**src/sv/rfd_pkg.sv**
```systemverilog
// Shared types, constants and codes of the receive deframer
package rfd_pkg;

    localparam int RingDepthDef  = 64;
    localparam int MaxPayload    = 60;
    localparam int MaxResults    = 64;
    localparam int FrameOverhead = 3;
    localparam int ByteW         = 8;
    localparam int LenW          = 6;
    localparam int KindW         = 2;
    // byte value plus frame overhead
    localparam int ExtW          = 9;
    localparam int CntW          = $clog2(MaxResults + 1);

    localparam logic [ByteW-1:0] PreambleRst = 8'd90;
    localparam logic [LenW-1:0]  MaxLenRst   = 6'd60;

    typedef enum logic [0:0] {
        CFG_PREAMBLE = 1'b0,
        CFG_MAX_LEN  = 1'b1
    } t_cfg_idx;

    typedef enum logic [KindW-1:0] {
        KIND_PAYLOAD = 2'd0,
        KIND_EMPTY   = 2'd1,
        KIND_ERROR   = 2'd2
    } t_kind;

    // ring read offset relative to the head
    typedef enum logic [1:0] {
        OFF_HEAD  = 2'd0,
        OFF_LEN   = 2'd1,
        OFF_FIRST = 2'd2,
        OFF_NEXT  = 2'd3
    } t_rd_sel;

    typedef enum logic [2:0] {
        S_IDLE   = 3'd0,
        S_HEAD   = 3'd1,
        S_HEAD_W = 3'd2,
        S_LEN    = 3'd3,
        S_SUM    = 3'd4,
        S_EMIT   = 3'd5,
        S_DONE   = 3'd6
    } t_state;

    typedef struct packed {
        t_kind            kind;
        logic [ByteW-1:0] data;
        logic [LenW-1:0]  len;
    } t_result;

    typedef struct packed {
        logic    store;
        logic    clr_cnt;
        logic    rd_en;
        t_rd_sel rd_sel;
        logic    drop_one;
        logic    drop_frame;
        logic    load_len;
        logic    sum_acc;
        logic    idx_clr;
        logic    idx_inc;
        logic    push;
        t_kind   push_kind;
        logic    zero_len;
    } t_dp_cmd;

    typedef struct packed {
        logic fill_ge3;
        logic head_is_pre;
        logic len_over;
        logic len_short;
        logic len_zero;
        logic idx_eq_len;
        logic idx_last;
        logic sum_match;
        logic cnt_full;
        logic cnt_no_room;
    } t_dp_sts;

    typedef struct packed {
        logic push;
        logic flush;
    } t_ob_cmd;

    typedef struct packed {
        logic push_ok;
        logic pend_vld;
    } t_ob_sts;

endpackage

```
**src/sv/rfd_ctrl.sv**
```systemverilog
// Scan controller: sequences store, header check, checksum and emission
module rfd_ctrl (
    input  logic             i_clk,
    input  logic             i_rst_n,
    input  logic             i_in_valid,
    output logic             o_in_ready,
    input  rfd_pkg::t_dp_sts i_dp_sts,
    input  rfd_pkg::t_ob_sts i_ob_sts,
    output rfd_pkg::t_dp_cmd o_dp_cmd,
    output rfd_pkg::t_ob_cmd o_ob_cmd
);

    rfd_pkg::t_state r_state;
    rfd_pkg::t_state n_state;

    // state register
    always_ff @(posedge i_clk) begin
        if (!i_rst_n) begin
            r_state <= rfd_pkg::S_IDLE;
        end else begin
            r_state <= n_state;
        end
    end

    // next state
    always_comb begin
        n_state = r_state;
        case (r_state)
            rfd_pkg::S_IDLE: begin
                if (i_in_valid) begin
                    n_state = rfd_pkg::S_HEAD;
                end
            end
            rfd_pkg::S_HEAD: begin
                n_state = i_dp_sts.fill_ge3 ? rfd_pkg::S_HEAD_W : rfd_pkg::S_DONE;
            end
            rfd_pkg::S_HEAD_W: begin
                n_state = i_dp_sts.head_is_pre ? rfd_pkg::S_LEN : rfd_pkg::S_HEAD;
            end
            rfd_pkg::S_LEN: begin
                if (i_dp_sts.len_over) begin
                    if (i_dp_sts.cnt_full) begin
                        n_state = rfd_pkg::S_DONE;
                    end else if (i_ob_sts.push_ok) begin
                        n_state = rfd_pkg::S_HEAD;
                    end
                end else if (i_dp_sts.len_short) begin
                    n_state = rfd_pkg::S_DONE;
                end else begin
                    n_state = rfd_pkg::S_SUM;
                end
            end
            rfd_pkg::S_SUM: begin
                if (!i_dp_sts.idx_eq_len) begin
                    n_state = rfd_pkg::S_SUM;
                end else if (i_dp_sts.sum_match) begin
                    if (i_dp_sts.cnt_no_room) begin
                        n_state = rfd_pkg::S_DONE;
                    end else if (!i_dp_sts.len_zero) begin
                        n_state = rfd_pkg::S_EMIT;
                    end else if (i_ob_sts.push_ok) begin
                        n_state = rfd_pkg::S_HEAD;
                    end
                end else if (i_dp_sts.cnt_full) begin
                    n_state = rfd_pkg::S_DONE;
                end else if (i_ob_sts.push_ok) begin
                    n_state = rfd_pkg::S_HEAD;
                end
            end
            rfd_pkg::S_EMIT: begin
                if (i_ob_sts.push_ok && i_dp_sts.idx_last) begin
                    n_state = rfd_pkg::S_HEAD;
                end
            end
            rfd_pkg::S_DONE: begin
                if (!i_ob_sts.pend_vld) begin
                    n_state = rfd_pkg::S_IDLE;
                end
            end
            default: begin
                n_state = rfd_pkg::S_IDLE;
            end
        endcase
    end

    // command outputs
    always_comb begin
        o_in_ready         = 1'b0;
        o_dp_cmd           = '0;
        o_dp_cmd.rd_sel    = rfd_pkg::OFF_HEAD;
        o_dp_cmd.push_kind = rfd_pkg::KIND_PAYLOAD;
        o_ob_cmd           = '0;
        case (r_state)
            rfd_pkg::S_IDLE: begin
                o_in_ready = 1'b1;
                if (i_in_valid) begin
                    o_dp_cmd.store   = 1'b1;
                    o_dp_cmd.clr_cnt = 1'b1;
                end
            end
            rfd_pkg::S_HEAD: begin
                if (i_dp_sts.fill_ge3) begin
                    o_dp_cmd.rd_en  = 1'b1;
                    o_dp_cmd.rd_sel = rfd_pkg::OFF_HEAD;
                end
            end
            rfd_pkg::S_HEAD_W: begin
                if (!i_dp_sts.head_is_pre) begin
                    o_dp_cmd.drop_one = 1'b1;
                end else begin
                    o_dp_cmd.rd_en  = 1'b1;
                    o_dp_cmd.rd_sel = rfd_pkg::OFF_LEN;
                end
            end
            rfd_pkg::S_LEN: begin
                if (i_dp_sts.len_over) begin
                    // over-length: error without length, drop the preamble
                    if (!i_dp_sts.cnt_full && i_ob_sts.push_ok) begin
                        o_dp_cmd.push      = 1'b1;
                        o_dp_cmd.push_kind = rfd_pkg::KIND_ERROR;
                        o_dp_cmd.zero_len  = 1'b1;
                        o_dp_cmd.drop_one  = 1'b1;
                    end
                end else if (!i_dp_sts.len_short) begin
                    o_dp_cmd.load_len = 1'b1;
                    o_dp_cmd.rd_en    = 1'b1;
                    o_dp_cmd.rd_sel   = rfd_pkg::OFF_FIRST;
                end
            end
            rfd_pkg::S_SUM: begin
                if (!i_dp_sts.idx_eq_len) begin
                    o_dp_cmd.sum_acc = 1'b1;
                    o_dp_cmd.idx_inc = 1'b1;
                    o_dp_cmd.rd_en   = 1'b1;
                    o_dp_cmd.rd_sel  = rfd_pkg::OFF_NEXT;
                end else if (i_dp_sts.sum_match) begin
                    if (!i_dp_sts.cnt_no_room) begin
                        if (!i_dp_sts.len_zero) begin
                            o_dp_cmd.idx_clr = 1'b1;
                            o_dp_cmd.rd_en   = 1'b1;
                            o_dp_cmd.rd_sel  = rfd_pkg::OFF_FIRST;
                        end else if (i_ob_sts.push_ok) begin
                            o_dp_cmd.push       = 1'b1;
                            o_dp_cmd.push_kind  = rfd_pkg::KIND_EMPTY;
                            o_dp_cmd.zero_len   = 1'b1;
                            o_dp_cmd.drop_frame = 1'b1;
                        end
                    end
                end else if (!i_dp_sts.cnt_full && i_ob_sts.push_ok) begin
                    // bad checksum: error with length, drop the preamble
                    o_dp_cmd.push      = 1'b1;
                    o_dp_cmd.push_kind = rfd_pkg::KIND_ERROR;
                    o_dp_cmd.drop_one  = 1'b1;
                end
            end
            rfd_pkg::S_EMIT: begin
                if (i_ob_sts.push_ok) begin
                    o_dp_cmd.push      = 1'b1;
                    o_dp_cmd.push_kind = rfd_pkg::KIND_PAYLOAD;
                    if (i_dp_sts.idx_last) begin
                        o_dp_cmd.drop_frame = 1'b1;
                    end else begin
                        o_dp_cmd.idx_inc = 1'b1;
                        o_dp_cmd.rd_en   = 1'b1;
                        o_dp_cmd.rd_sel  = rfd_pkg::OFF_NEXT;
                    end
                end
            end
            rfd_pkg::S_DONE: begin
                o_ob_cmd.flush = 1'b1;
            end
            default: begin
                o_in_ready = 1'b0;
            end
        endcase
        o_ob_cmd.push = o_dp_cmd.push;
    end

endmodule

```
**src/sv/rfd_datapath.sv**
```systemverilog
// Datapath: ring store, head and tail indexes, length, checksum and counters
module rfd_datapath #(
    parameter int RING_DEPTH = rfd_pkg::RingDepthDef
) (
    input  logic                      i_clk,
    input  logic                      i_rst_n,
    input  logic                      i_cfg_wr_en,
    input  logic [0:0]                i_cfg_addr,
    input  logic [rfd_pkg::ByteW-1:0] i_cfg_wr_data,
    input  logic [rfd_pkg::ByteW-1:0] i_rx_byte,
    input  rfd_pkg::t_dp_cmd          i_cmd,
    output rfd_pkg::t_dp_sts          o_sts,
    output rfd_pkg::t_result          o_result
);

    localparam int AW = $clog2(RING_DEPTH);
    localparam int PW = AW + 1;
    localparam logic [PW-1:0] DepthP  = PW'(RING_DEPTH);
    localparam logic [AW-1:0] LastIdx = AW'(RING_DEPTH - 1);

    logic [rfd_pkg::ByteW-1:0] r_mem [RING_DEPTH];
    logic [rfd_pkg::ByteW-1:0] r_rd_data;
    logic [AW-1:0]             r_wr_idx;
    logic [AW-1:0]             r_rd_idx;
    logic [rfd_pkg::ByteW-1:0] r_preamble;
    logic [rfd_pkg::LenW-1:0]  r_max_len;
    logic [rfd_pkg::ByteW-1:0] r_len;
    logic [rfd_pkg::ByteW-1:0] r_sum;
    logic [rfd_pkg::ByteW-1:0] r_idx;
    logic [rfd_pkg::CntW-1:0]  r_cnt;

    logic [AW-1:0]             wr_next;
    logic [AW-1:0]             rd_next1;
    logic [AW-1:0]             fill;
    logic [PW-1:0]             fill_p;
    logic [rfd_pkg::ExtW-1:0]  offset;
    logic [PW-1:0]             addr_p;
    logic [AW-1:0]             rd_addr;
    logic [rfd_pkg::ExtW-1:0]  drop_amt;
    logic [PW-1:0]             drop_p;
    logic [AW-1:0]             rd_after_drop;
    logic [rfd_pkg::ByteW-1:0] limit;
    logic [rfd_pkg::ByteW-1:0] need;

    // configuration registers
    always_ff @(posedge i_clk) begin
        if (!i_rst_n) begin
            r_preamble <= rfd_pkg::PreambleRst;
            r_max_len  <= rfd_pkg::MaxLenRst;
        end else if (i_cfg_wr_en) begin
            case (rfd_pkg::t_cfg_idx'(i_cfg_addr))
                rfd_pkg::CFG_PREAMBLE: r_preamble <= i_cfg_wr_data;
                rfd_pkg::CFG_MAX_LEN:  r_max_len  <= i_cfg_wr_data[rfd_pkg::LenW-1:0];
                default:               r_preamble <= r_preamble;
            endcase
        end
    end

    // index arithmetic modulo the ring depth
    always_comb begin
        wr_next  = (r_wr_idx == LastIdx) ? '0 : r_wr_idx + AW'(1);
        rd_next1 = (r_rd_idx == LastIdx) ? '0 : r_rd_idx + AW'(1);

        if (r_wr_idx >= r_rd_idx) begin
            fill_p = {1'b0, r_wr_idx} - {1'b0, r_rd_idx};
        end else begin
            fill_p = {1'b0, r_wr_idx} + DepthP - {1'b0, r_rd_idx};
        end
        fill = fill_p[AW-1:0];

        case (i_cmd.rd_sel)
            rfd_pkg::OFF_HEAD:  offset = '0;
            rfd_pkg::OFF_LEN:   offset = rfd_pkg::ExtW'(1);
            rfd_pkg::OFF_FIRST: offset = rfd_pkg::ExtW'(2);
            rfd_pkg::OFF_NEXT:  offset = rfd_pkg::ExtW'(r_idx) + rfd_pkg::ExtW'(3);
            default:            offset = '0;
        endcase
        addr_p = {1'b0, r_rd_idx} + offset[PW-1:0];
        if (addr_p >= DepthP) begin
            addr_p = addr_p - DepthP;
        end
        rd_addr = addr_p[AW-1:0];

        drop_amt = i_cmd.drop_frame
                 ? rfd_pkg::ExtW'(r_len) + rfd_pkg::ExtW'(rfd_pkg::FrameOverhead)
                 : rfd_pkg::ExtW'(1);
        drop_p = {1'b0, r_rd_idx} + drop_amt[PW-1:0];
        if (drop_p >= DepthP) begin
            drop_p = drop_p - DepthP;
        end
        rd_after_drop = drop_p[AW-1:0];
    end

    // ring store: one write port, one registered read port
    always_ff @(posedge i_clk) begin
        if (i_cmd.store) begin
            r_mem[r_wr_idx] <= i_rx_byte;
        end
        if (i_cmd.rd_en) begin
            r_rd_data <= r_mem[rd_addr];
        end
    end

    // head and tail indexes; a full store drops its oldest byte
    always_ff @(posedge i_clk) begin
        if (!i_rst_n) begin
            r_wr_idx <= '0;
            r_rd_idx <= '0;
        end else if (i_cmd.store) begin
            r_wr_idx <= wr_next;
            if (wr_next == r_rd_idx) begin
                r_rd_idx <= rd_next1;
            end
        end else if (i_cmd.drop_one || i_cmd.drop_frame) begin
            r_rd_idx <= rd_after_drop;
        end
    end

    // frame length, running checksum and byte index
    always_ff @(posedge i_clk) begin
        if (i_cmd.load_len) begin
            r_len <= r_rd_data;
            r_sum <= r_preamble ^ r_rd_data;
            r_idx <= '0;
        end else begin
            if (i_cmd.sum_acc) begin
                r_sum <= r_sum ^ r_rd_data;
            end
            if (i_cmd.idx_clr) begin
                r_idx <= '0;
            end else if (i_cmd.idx_inc) begin
                r_idx <= r_idx + rfd_pkg::ByteW'(1);
            end
        end
    end

    // results produced for the current received byte
    always_ff @(posedge i_clk) begin
        if (!i_rst_n) begin
            r_cnt <= '0;
        end else if (i_cmd.clr_cnt) begin
            r_cnt <= '0;
        end else if (i_cmd.push) begin
            r_cnt <= r_cnt + rfd_pkg::CntW'(1);
        end
    end

    // status toward the controller
    always_comb begin
        limit = (rfd_pkg::ByteW'(r_max_len) < rfd_pkg::ByteW'(rfd_pkg::MaxPayload))
              ? rfd_pkg::ByteW'(r_max_len) : rfd_pkg::ByteW'(rfd_pkg::MaxPayload);
        need  = (r_len == '0) ? rfd_pkg::ByteW'(1) : r_len;

        o_sts.fill_ge3    = rfd_pkg::ExtW'(fill) >= rfd_pkg::ExtW'(rfd_pkg::FrameOverhead);
        o_sts.head_is_pre = r_rd_data == r_preamble;
        o_sts.len_over    = r_rd_data > limit;
        o_sts.len_short   = rfd_pkg::ExtW'(fill)
                          < rfd_pkg::ExtW'(r_rd_data) + rfd_pkg::ExtW'(rfd_pkg::FrameOverhead);
        o_sts.len_zero    = r_len == '0;
        o_sts.idx_eq_len  = r_idx == r_len;
        o_sts.idx_last    = rfd_pkg::ExtW'(r_idx) + rfd_pkg::ExtW'(1) == rfd_pkg::ExtW'(r_len);
        o_sts.sum_match   = r_sum == r_rd_data;
        o_sts.cnt_full    = rfd_pkg::ExtW'(r_cnt) >= rfd_pkg::ExtW'(rfd_pkg::MaxResults);
        o_sts.cnt_no_room = rfd_pkg::ExtW'(r_cnt) + rfd_pkg::ExtW'(need)
                          > rfd_pkg::ExtW'(rfd_pkg::MaxResults);
    end

    // result fields for the output stage
    always_comb begin
        o_result.kind = i_cmd.push_kind;
        o_result.data = (i_cmd.push_kind == rfd_pkg::KIND_PAYLOAD) ? r_rd_data : '0;
        o_result.len  = i_cmd.zero_len ? '0 : r_len[rfd_pkg::LenW-1:0];
    end

endmodule

```
**src/sv/rfd_out_stage.sv**
```systemverilog
// Output stage: one-deep hold-back for the last flag plus the output register
module rfd_out_stage (
    input  logic                       i_clk,
    input  logic                       i_rst_n,
    input  rfd_pkg::t_ob_cmd           i_cmd,
    input  rfd_pkg::t_result           i_result,
    output rfd_pkg::t_ob_sts           o_sts,
    output logic                       o_valid,
    input  logic                       i_ready,
    output logic [rfd_pkg::KindW-1:0]  o_kind,
    output logic [rfd_pkg::ByteW-1:0]  o_data_byte,
    output logic [rfd_pkg::LenW-1:0]   o_frame_length,
    output logic                       o_last
);

    logic             r_pend_vld;
    rfd_pkg::t_result r_pend;
    logic             r_out_vld;
    rfd_pkg::t_result r_out;
    logic             r_out_last;
    logic             out_free;
    logic             do_push;
    logic             do_flush;

    assign out_free = !r_out_vld || i_ready;
    assign do_push  = i_cmd.push && (!r_pend_vld || out_free);
    assign do_flush = i_cmd.flush && r_pend_vld && out_free;

    // valid flags
    always_ff @(posedge i_clk) begin
        if (!i_rst_n) begin
            r_pend_vld <= 1'b0;
            r_out_vld  <= 1'b0;
        end else begin
            if (do_push) begin
                r_pend_vld <= 1'b1;
            end else if (do_flush) begin
                r_pend_vld <= 1'b0;
            end
            if ((do_push && r_pend_vld) || do_flush) begin
                r_out_vld <= 1'b1;
            end else if (i_ready) begin
                r_out_vld <= 1'b0;
            end
        end
    end

    // payload: a held result moves out once the next one or the end is known
    always_ff @(posedge i_clk) begin
        if (do_push) begin
            r_pend <= i_result;
        end
        if ((do_push && r_pend_vld) || do_flush) begin
            r_out      <= r_pend;
            r_out_last <= do_flush;
        end
    end

    assign o_sts.push_ok  = !r_pend_vld || out_free;
    assign o_sts.pend_vld = r_pend_vld;

    assign o_valid        = r_out_vld;
    assign o_kind         = r_out.kind;
    assign o_data_byte    = r_out.data;
    assign o_frame_length = r_out.len;
    assign o_last         = r_out_last;

endmodule

```
**src/sv/rx_frame_deframer_xor_checksum_top.sv**
```systemverilog
// Sequence: store the byte, then discard head bytes that are not the preamble, read and check
//   the length (an over-length header gives an error), check the checksum, then emit a good
//   frame byte by byte; the held last result leaves at scan end when the output is not stalled.
// Throughput: one byte per scan; a bad checksum slips one byte and rechecks the next
//   header, and a new byte is not taken until the scan is done.
// Reset: synchronous active low; indexes and config return to defaults, ring contents kept.
module rx_frame_deframer_xor_checksum_top #(
    parameter int RING_DEPTH = rfd_pkg::RingDepthDef
) (
    input  logic                       i_clk,
    input  logic                       i_rst_n,
    input  logic                       i_cfg_wr_en,
    input  logic [0:0]                 i_cfg_addr,
    input  logic [rfd_pkg::ByteW-1:0]  i_cfg_wr_data,
    input  logic                       i_valid,
    output logic                       o_ready,
    input  logic [rfd_pkg::ByteW-1:0]  i_rx_byte,
    output logic                       o_valid,
    input  logic                       i_ready,
    output logic [rfd_pkg::KindW-1:0]  o_kind,
    output logic [rfd_pkg::ByteW-1:0]  o_data_byte,
    output logic [rfd_pkg::LenW-1:0]   o_frame_length,
    output logic                       o_last
);

    rfd_pkg::t_dp_cmd dp_cmd;
    rfd_pkg::t_dp_sts dp_sts;
    rfd_pkg::t_ob_cmd ob_cmd;
    rfd_pkg::t_ob_sts ob_sts;
    rfd_pkg::t_result result;

    rfd_ctrl u_ctrl (
        .i_clk      (i_clk),
        .i_rst_n    (i_rst_n),
        .i_in_valid (i_valid),
        .o_in_ready (o_ready),
        .i_dp_sts   (dp_sts),
        .i_ob_sts   (ob_sts),
        .o_dp_cmd   (dp_cmd),
        .o_ob_cmd   (ob_cmd)
    );

    rfd_datapath #(
        .RING_DEPTH (RING_DEPTH)
    ) u_dp (
        .i_clk         (i_clk),
        .i_rst_n       (i_rst_n),
        .i_cfg_wr_en   (i_cfg_wr_en),
        .i_cfg_addr    (i_cfg_addr),
        .i_cfg_wr_data (i_cfg_wr_data),
        .i_rx_byte     (i_rx_byte),
        .i_cmd         (dp_cmd),
        .o_sts         (dp_sts),
        .o_result      (result)
    );

    rfd_out_stage u_out (
        .i_clk          (i_clk),
        .i_rst_n        (i_rst_n),
        .i_cmd          (ob_cmd),
        .i_result       (result),
        .o_sts          (ob_sts),
        .o_valid        (o_valid),
        .i_ready        (i_ready),
        .o_kind         (o_kind),
        .o_data_byte    (o_data_byte),
        .o_frame_length (o_frame_length),
        .o_last         (o_last)
    );

endmodule

```
**config.mk**
```make
export PLATFORM = sky130hd
export DESIGN_NAME = rx_frame_deframer_xor_checksum_top
export DESIGN_NICKNAME = d
export VERILOG_FILES = /design/src/sv/rfd_pkg.sv /design/src/sv/rfd_ctrl.sv /design/src/sv/rfd_datapath.sv /design/src/sv/rfd_out_stage.sv /design/src/sv/rx_frame_deframer_xor_checksum_top.sv
export SDC_FILE = /design/constraint.sdc
export NUM_CORES = 1
export LEC_CHECK = 0
export BUFFER_PORTS_ARGS = -buffer_cell sky130_fd_sc_hd__buf_2
export CAP_MARGIN = 20
export CORE_ASPECT_RATIO = 1.25
export CORE_MARGIN = 2
export CORE_UTILIZATION = 45
export DETAILED_ROUTE_END_ITERATION = 7
export GPL_TIMING_DRIVEN = 0
export REMOVE_ABC_BUFFERS = 1
export SYNTH_ARGS = -nofsm -noshare
export SYNTH_HDL_FRONTEND = slang
export SYNTH_HIERARCHICAL = 1
export SYNTH_SLANG_ARGS = --single-unit
```
**constraint.sdc**
```tcl
create_clock -name i_clk -period 6.9 [get_ports i_clk]
set_input_delay 0.345 -clock i_clk [delete_from_list [all_inputs] [get_ports i_clk]]
set_output_delay 0.345 -clock i_clk [all_outputs]
set_load 0.03 [all_outputs]
```
==> summary.md, run 1 <==
| Metric | Value |
|---|---|
| Status | finished clean |
| DR iter-0 viols | 1,102 |
| WS Path Type | reg -> reg |
| Register area share after synthesis | 68.5% |
| Die ar. | 60,300 um^2 |
| Final HPWL DP | 35,900 um |
| Share of cells above drive strength 1 | 22.6% |
| Post-synth ARST share | 0% |
| Core area | 58,100 um^2 |
| Most used DFF post-synth | edfxtp_1 |
| ANT cells | 0 |
| I/O pins | 41 |
| Syn_area_per_cell | 17.3 um^2 |
| Area fraction of the dominant cell type after synthesis | 65.0% |
| End-of-flow core utilization | 51.7% |
| Clock latency on the worst-skew pair | 630 ps |
| Data required time of the critical path | 7230 ps |
| Die width | 220 um |
| EDFF count, synth | 569 |
| Die height | 274 um |
| Worst EP arrival | 6900 ps |
| Pins Over Slew Limit | 0 |
| VDD IR max | 226 uV |
| Max Freq | 152 MHz |
| Slew headroom | 29.0% |
| ANT nets after route | 0 |
| Startpoint Class | register |
| Most frequent cell after synthesis | edfxtp_1 |
| RD Place Congestion | 0.841 |
| Global-route wire length before repair | 87,100 um |
| # DRC | 0 |
| Vias in the first global route | 13,700 |
| PortBufs | 40 |
| Unrepaired setup endpoints after global routing | no |
| Pin count of the biggest net entering global routing | 65 |
| Synth top area cells | edfxtp_1, mux4_2, dfxtp_1, ha_1, nor2_1 |
| Initial antenna violation count | 0 |
| Power Dens Cells | 400 nW/um^2 |
| Final Hold Fails | 0 |
| Max clock buf depth | 3 |
| Overflow after GRT | 0 |
| Final Instance Area | 30,000 um^2 |
| Row Count | 99 |
| Worst-margin pin slew | 1060 ps |
| CTS Root Cell | clkbuf_16 |
| CTS Buf Count | 58 |
| TritonCTS Sinks | 615 |
| Design Power | 12.0 mW |
| Area leader, netlist | edfxtp_1 |
| CTS tree | built |
| H-tree Lvls | 2 |
| Max Cap Violations | 0 |
| Post-Synthesis Cells | 1,516 |
| CP Max Fanout | 21 |
| Post-DP Area | 27,400 um^2 |
| Starting Density | 45.2% |
| Synth-to-Final Area Change | 14.3% |
| Setup crit end kind | register |
| Number of setup violations in the final report | 0 |
| Post-synthesis cell area | 26,300 um^2 |
| Number of vias per cell | 5.71 |
| Total wire length | 58,400 um |
| Reg clk slew, reported paths | 70 ps |
| Gr usage total | 19.6% |
| Min cycle time layout | 6570 ps |
| Fin crit share | 95.2% |
| Final Skew | 27.7 ps |
| TritonRoute pass-1 iters | 5 |
| Nets | 1,646 |
| Commonest cells in the netlist | edfxtp_1, mux4_2, nor2_1, nand2_1, clkbuf_1 |
| Leakage | 9.68 nW |
| Seq cells post-synth | 615 |
| Yosys warning count | 6 |
| Fillers | 4,597 |
| Routed len/inst | 24.5 um |
| Worst hold path type | in -> reg |
| Vias post-DR | 13,600 |
| Post-synth cell types | 68 |
-- critical path, stage by stage (launching register included) --
cell and delay (ps):
edfxtp_1 470, inv_1 170, ha_2 230, and3_2 220, or2_2 110, ha_1 150
inv_1 50, fa_1 400, nor2b_1 130, o21ai_1 90, a21boi_1 190, o21ai_0 100
nand2b_1 100, xnor2_1 70, o21ai_1 200, nor2b_2 90, nand2b_1 130, nor2_1 60
or3_2 480, a21boi_1 200, fa_4 890, buf_16 220, buf_16 190, mux4_2 360
mux4_2 520, mux2i_4 240, mux2i_1 170
-- routing by layer --
metal	routed length [um]	GRT usage, %
met2	30000	33.9
met3	2530	2.70
met1	24000	25.6
met4	1870	6.27
met5	0	0
-- metrics by stage --
stage               hold slack (ps)  setup slack (ps)  setup TNS [ps]  std cells
CTS                            8.92              7.03               0       2372
finish                         32.6               334               0       2385
global placement                403             -7820          -62000       2225
global route                   26.4             0.695               0       2385
floorplan                       400             -3810          -30470       1428
detailed placement              405             -1020           -5900       2244
-- state kept, by name (all words and copies together), names as in the netlist --
signal	flops
u_out/o_kind	2
u_out/o_valid	1
u_dp/r_cnt	7
u_out/o_frame_length	6
u_out/o_last	1
u_dp/r_sum	8
u_out/o_data_byte	8
u_dp/r_idx	8
u_dp/r_len	8
u_dp/r_rd_idx	6
u_out/r_pend	16
u_out/r_pend_vld	1
u_dp/r_preamble	8
u_dp/r_max_len	6
u_dp/r_mem	512
u_dp/r_wr_idx	6
u_ctrl/r_state	3
u_dp/r_rd_data	8
-- cell usage in the layout, fill, tap and decap left out, types with 11 or more instances in the layout --
master	n
nand3_1	16
o21ai_0	22
nor2_1	113
mux4_2	160
xor2_1	30
buf_12	11
clkinv_2	13
buf_2	42
nand2b_1	15
xnor2_1	44
dfxtp_1	46
clkbuf_16	62
nor3_1	15
nand4_1	16
mux2i_1	29
nor2b_1	12
a21o_1	13
edfxtp_1	569
ha_1	39
and2_1	12
o21ai_1	11
inv_1	34
nand2_1	69
a21oi_1	38
-- cell families after synthesis --
logic type / after synthesis / share of synthesized area (%)
simple gates: 314 / 5.74
buf+inv: 125 / 2.22
xor+xnor: 78 / 2.63
compound gates: 140 / 3.39
fa+ha+maj: 45 / 2.26
flops: 615 / 68.5
mux: 199 / 15.2
-- layout make-up --
type / instances / area [um^2] / share of cell area, %
flip-flops and latches: 615 / 18000 / 60.0
multi-input cells: 776 / 7840 / 26.1
clock buffers: 66 / 1480 / 4.94
repair buffers: 91 / 1060 / 3.52
well taps: 757 / 947 / 3.16
clock inverters: 43 / 546 / 1.82
inverters: 37 / 139 / 0.463
-- worst paths after layout --
check / start / endpoint / slack [ps] / cells past startpoint
setup / recovery: u_dp/r_len[1]$_DFFE_PP_ / u_dp/r_rd_data[4]$_DFFE_PP_ / 330 / 26
hold / removal: i_ready / u_out/o_valid$_SDFFE_PN0P_ / 30 / 3
setup reg to reg: u_dp/r_len[1]$_DFFE_PP_ / u_dp/r_rd_data[4]$_DFFE_PP_ / 330 / 26
hold reg to reg: u_out/r_pend[14]$_DFFE_PP_ / u_out/o_kind[0]$_DFFE_PP_ / 420 / 0
-- where the power goes --
| group | internal [mW] | switching [mW] | leakage [nW] |
|---|---|---|---|
| Clock | 1.94 | 1.41 | 0.985 |
| Sequential | 4.26 | 0.207 | 5.50 |
| Combinational | 2.14 | 2.04 | 3.20 |
-- repair_timing --
item,CTS,global route
hold buffers,8,0
resized for setup,11,14
hold endpoints to repair,14,0
buffers inserted,8,2
pin swaps,2,1
gates cloned,3,4
endpoints found under the setup margin,8,8
(Power assumes the default switching activity.)
==> run 2, diff against run 1 <==
CTS_CLUSTER_SIZE = 20   (was default)
clock period = 7.61 ns   (was 6.9 ns; I/O delays follow)
==> run 2 against run 1 <==
- count of clock-buffer cells in the layout stayed put
- fmax shrank 8.1%
- clock power shrank 9.6%
- flip-flop and latch count unchanged
- sequential power is 9.4% lower
- hold slack better by 42 ps
- non-clock buffer count shrank 11
- final cell count is 0.46% lower
- via count down 0.78%
- first-iteration DRC count is 13% lower
- cell area decreased by 1.1%
==> summary.md, run 2 (synthesized netlist as in run 1, its figures left out) <==
| Metric | Value |
|---|---|
| Worst EP arrival | 7480 ps |
| WS Path Type | reg -> reg |
| End-of-flow core utilization | 51.1% |
| Share of cells above drive strength 1 | 21.5% |
| Buffers & Inverters on Critical Path | 4 |
| Startpoint Class | register |
| Non-Filler Instances | 2,374 |
| TritonCTS Sinks | 615 |
| Die height | 274 um |
| Synth-to-Final Area Change | 13.0% |
| Commonest non-fill, non-tap cell in the layout | edfxtp_1 |
| Placement Setup Slack | -314 ps |
| Worst hold path type | in -> reg |
| Routed len/inst | 23.9 um |
| Die ar. | 60,300 um^2 |
| Overflow after GRT | 0 |
| Leakage | 9.54 nW |
| CTS tree | built |
| ANT cells | 0 |
| Row Count | 99 |
| Core area | 58,100 um^2 |
| Data required time of the critical path | 7940 ps |
| Most frequent cells in the layout | edfxtp_1, mux4_2, nor2_1 |
| Worst-margin pin slew | 1050 ps |
| Fin crit share | 93.9% |
| Placed Cells | 2,244 |
| Vias in the first global route | 13,600 |
| Global-route wire length before repair | 85,800 um |
| VDD IR max | 217 uV |
| Number of setup violations in the final report | 0 |
| Setup TNS | 0 ps |
| Setup crit end kind | register |
| Max reg flops | 512 |
| Pin count of the biggest net entering global routing | 65 |
| CTS Buf Count | 58 |
| PortBufs | 40 |
| Initial antenna violation count | 0 |
| TritonRoute pass-1 iters | 5 |
| Power Dens Cells | 355 nW/um^2 |
| Largest reg by FF count | u_dp/r_mem |
| H-tree Lvls | 2 |
| Gr usage total | 19.3% |
| # DRC | 0 |
| Min cycle time layout | 7140 ps |
| Final Skew | 28.1 ps |
| Pins Over Slew Limit | 0 |
| Final Hold Fails | 0 |
| CTS Root Cell | clkbuf_16 |
| CP top delay family | adder cells |
| Starting Density | 45.2% |
| DR iter-0 viols | 958 |
| CP Max Fanout | 52 |
| Max Cap Violations | 0 |
| Status | finished clean |
| Biggest regs | u_dp/r_mem x512, u_out/r_pend x16 |
| Vias post-DR | 13,500 |
| Max Freq | 140 MHz |
| Design Power | 10.5 mW |
| Unrepaired setup endpoints after global routing | no |
| Final HPWL DP | 35,900 um |
| Slowest CP cell | fa_4 |
| Reg clk slew, reported paths | 60 ps |
| Clock latency on the worst-skew pair | 630 ps |
| Total wire length | 56,600 um |
| RD Place Congestion | 0.841 |
| Nets | 1,635 |
| Die width | 220 um |
| Number of vias per cell | 5.70 |
| CP peak stage delay | 910 ps |
| Max clock buf depth | 3 |
| ANT nets after route | 0 |
| I/O pins | 41 |
| Post-route setup slack | 466 ps |
| Slew headroom | 30.0% |
| R2R setup slack | 470 ps |
## run 2: cell count changes in the layout (fill, tap and decap cells not counted), sizes merged
cell    previous run  this run
buf               77        72
clkbuf            70        66
bufbuf             2         0
## run 2: where the power goes
group / internal (mW) / switching (mW) / leakage, nW
Clock: 1.76 / 1.27 / 0.985
Sequential: 3.86 / 0.186 / 5.50
Combinational: 1.74 / 1.72 / 3.06
Total: 7.36 / 3.18 / 9.54
## run 2: metrics by stage
stage | hold slack, ps | area (um^2)
after CTS | 44.4 | 29500
after global routing | 61.9 | 29700
final | 74.9 | 29700
after floorplan | 400 | 25800
after detailed placement | 405 | 27400
after global placement | 403 | 27000
## run 2: worst paths after layout
path / from / to / cells after the start
worst max-delay path: u_dp/r_len[1]$_DFFE_PP_ / u_dp/r_rd_data[4]$_DFFE_PP_ / 26
worst min-delay path: i_ready / u_out/o_valid$_SDFFE_PN0P_ / 3
worst max register to register: u_dp/r_len[1]$_DFFE_PP_ / u_dp/r_rd_data[4]$_DFFE_PP_ / 26
worst min register to register: u_out/r_pend[14]$_DFFE_PP_ / u_out/o_kind[0]$_DFFE_PP_ / 0
## run 2: timing repair
item                                    CTS  global route
hold buffers                              8             0
resized for setup                         1             2
pin swaps                                 2             2
endpoints found under the setup margin    3             8
buffers inserted                          2             4
hold endpoints to repair                 13             0
## run 2: routing by layer
| layer | vias up | global-route usage (%) | wire length [um] | share of wire (%) |
|---|---|---|---|---|
| met5 | - | 0 | 0 | 0 |
| met1 | 6984 | 25.2 | 23100 | 41 |
| met3 | 104 | 2.77 | 2480 | 4.4 |
| met4 | 0 | 6.75 | 1850 | 3.3 |
| met2 | 359 | 33.0 | 29200 | 52 |
| li1 | 6073 | - | - | - |
## run 2: area by class of cell
| type | instances | area, um^2 |
|---|---|---|
| well taps | 757 | 947 |
| clock inverters | 43 | 546 |
| inverters | 37 | 139 |
| repair buffers | 80 | 827 |
| flip-flops and latches | 615 | 18000 |
| multi-input cells | 776 | 7740 |
| fillers | 4633 | 28400 |
| clock buffers | 66 | 1480 |
## run 2: worst register-to-register path, cell delays in order, from the launching register on
cell and delay [ps]:
edfxtp_1 550, inv_1 160, ha_1 260, and3_1 200, or2_2 290, ha_1 200, inv_1 70, fa_1 200
nor2b_1 50, o21ai_0 240, a21boi_1 130, o21ai_0 160, nand2b_1 90, xnor2_1 130, o21ai_1 200, nor2b_2 110
nand2b_1 130, nor2_1 60, or3_2 470, a21boi_0 210, fa_4 910, buf_16 250, buf_16 320, mux4_2 430
mux4_2 500, mux2i_2 340, mux2i_1 190
==> run 3, diff against run 2 <==
ABC_AREA = 0   (was default)
CTS_BUF_LIST = sky130_fd_sc_hd__clkbuf_8   (was default)
==> run 3 against run 2 <==
- flip-flop and latch count did not move
- critical path depth did not move
- cell area fell by 0.80%
- sequential power barely moved
- critical endpoint unchanged
- sequential share of layout area rose by 0.49 points
- hold slack got worse by 2.0 ps
- core utilization fell by 0.41 points
==> summary.md, run 3 (synthesized netlist as in run 1, its figures left out) <==
| Metric | Value |
|---|---|
| Status | finished clean |
| Post-DP Area | 27,400 um^2 |
| Biggest regs | u_dp/r_mem x512, u_out/r_pend x16 |
| CTS Buf Count | 96 |
| Synth-to-Final Area Change | 12.1% |
| Commonest non-fill, non-tap cell in the layout | edfxtp_1 |
| PortBufs | 40 |
| Final HPWL DP | 35,900 um |
| Register share of total power | 40.3% |
| Nets | 1,679 |
| DR iter-0 viols | 972 |
| Starting Density | 45.2% |
| Setup crit end kind | register |
| Sequential cell area | 18,000 um^2 |
| Unrepaired setup endpoints after global routing | no |
| Global-route wire length before repair | 86,900 um |
| Number of vias per cell | 5.61 |
| Most frequent cells in the layout | edfxtp_1, mux4_2, nor2_1 |
| Placement Setup Slack | -314 ps |
| Max clock buf depth | 3 |
| TritonCTS Sinks | 615 |
| Max reg flops | 512 |
| Number of setup violations in the final report | 0 |
| End-of-flow core utilization | 50.7% |
| Switching share of total power | 31.6% |
| Design Power | 10.1 mW |
| Slew headroom | 27.7% |
| Startpoint Class | register |
| VDD IR max | 219 uV |
| Min cycle time layout | 7200 ps |
| Largest reg by FF count | u_dp/r_mem |
| Die ar. | 60,300 um^2 |
| Overflow after GRT | 0 |
| RD Place Congestion | 0.841 |
| WS Path Type | reg -> reg |
| Sw Pwr | 3.17 mW |
| Data required time of the critical path | 7980 ps |
| TritonRoute pass-1 iters | 7 |
| Leakage | 9.57 nW |
| Worst EP arrival | 7570 ps |
| Reg clk slew, reported paths | 60 ps |
| Total wire length | 57,500 um |
| Gr usage total | 19.6% |
| Worst hold path type | in -> reg |
| ANT nets after route | 0 |
| Multi-input combinational cell area | 7740 um^2 |
| Share of cells above drive strength 1 | 22.3% |
| Fin crit share | 94.6% |
| Clock latency on the worst-skew pair | 680 ps |
| Routed len/inst | 23.5 um |
| Worst-margin pin slew | 1080 ps |
| Setup TNS | 0 ps |
| Final Instance Area | 29,500 um^2 |
| I/O pins | 41 |
| Fillers | 4,724 |
| Final Skew | 27.1 ps |
| Initial antenna violation count | 1 |
| Comb pwr share | 34.5% |
| Post-route setup slack | 414 ps |
| H-tree Lvls | 3 |
| Vias in the first global route | 14,000 |
| Max Freq | 139 MHz |
| Pins Over Slew Limit | 0 |
| Row Count | 99 |
| Power Dens Cells | 341 nW/um^2 |
| R2R setup slack | 410 ps |
| P_int | 6.88 mW |
| Clock share of power | 25.1% |
| Core area | 58,100 um^2 |
| Max Cap Violations | 0 |
| Final Hold Fails | 0 |
| CTS tree | built |
| Die width | 220 um |
| Pin count of the biggest net entering global routing | 65 |
| # DRC | 0 |
| Die height | 274 um |
| CTS Root Cell | clkbuf_8 |
| Vias post-DR | 13,700 |
| CP Max Fanout | 52 |
run 3: cell types whose count changed in the layout (fill, tap and decap cells not counted), sizes merged:
cell,change
inv,+28
clkinv,+12
dlygate4sd3,+3
bufinv,-8
buf,+3
diode,+1
clkinvlp,+1
clkbuf,+32
run 3: routing by layer:
layer	up-vias	global-route usage, %	part of all wire, %
met5	-	0	0
met4	0	8.12	3.4
met3	112	2.97	4.3
met2	364	33.4	52
met1	7083	25.1	41
li1	6168	-	-
run 3: area by class of cell:
type,count,area share [%]
inverters,37,0.472
repair buffers,86,2.99
well taps,757,3.22
multi-input cells,776,26.3
flip-flops and latches,615,61.1
clock inverters,76,1.32
clock buffers,98,4.58
diodes,1,0.00850
run 3: final timing paths:
path                                        to                 startpoint  depth (start not counted)
min reg2reg  u_out/o_frame_length[1]$_DFFE_PP_  u_out/r_pend[1]$_DFFE_PP_                          0
min                u_dp/r_mem[16][7]$_DFFE_PP_               i_rx_byte[7]                          1
max                u_dp/r_rd_data[4]$_DFFE_PP_    u_dp/r_len[1]$_DFFE_PP_                         26
max reg2reg        u_dp/r_rd_data[4]$_DFFE_PP_    u_dp/r_len[1]$_DFFE_PP_                         26
run 3: metrics by stage:
step / hold WS [ps] / std cells
floorplan: 400 / 1428
global placement: 403 / 2225
detailed placement: 405 / 2244
CTS: 43.0 / 2431
global route: 47.2 / 2446
finish: 72.9 / 2446
run 3: power groups by stage:
| stage | Combinational [mW] | Clock (mW) | Sequential [mW] |
|---|---|---|---|
| final | 3.47 | 2.53 | 4.05 |
| after global routing | 3.72 | 2.75 | 4.07 |
| after CTS | 3.51 | 2.61 | 4.06 |
| after detailed placement | 3.44 | 0 | 4.12 |
| after global placement | 3.33 | 0 | 4.12 |
| after floorplan | 2.67 | 0 | 4.06 |
run 3: repair_timing:
action                                 in CTS  in global routing
hold buffers                               11                  0
endpoints found under the hold margin      16                  0
pin swaps                                   2                  2
gates resized for setup                     1                  0
setup endpoints to repair                   3                  8
setup buffers                               2                  7
run 3: critical path, cell delays in order, from the launching register on:
cell,delay (ps)
edfxtp_1,500
inv_1,180
ha_1,240
and3_1,240
or2_2,130
ha_1,150
inv_1,50
fa_1,400
nor2b_1,120
o21ai_0,120
a21boi_1,200
a21oi_1,100
nor4_1,290
o21ai_1,140
nor2b_1,320
nand2b_1,160
nor2_1,130
or3_2,170
a21boi_0,150
ha_4,220
fa_4,840
buf_16,260
buf_16,310
mux4_2,410
mux4_2,510
mux2i_2,310
mux2i_1,200
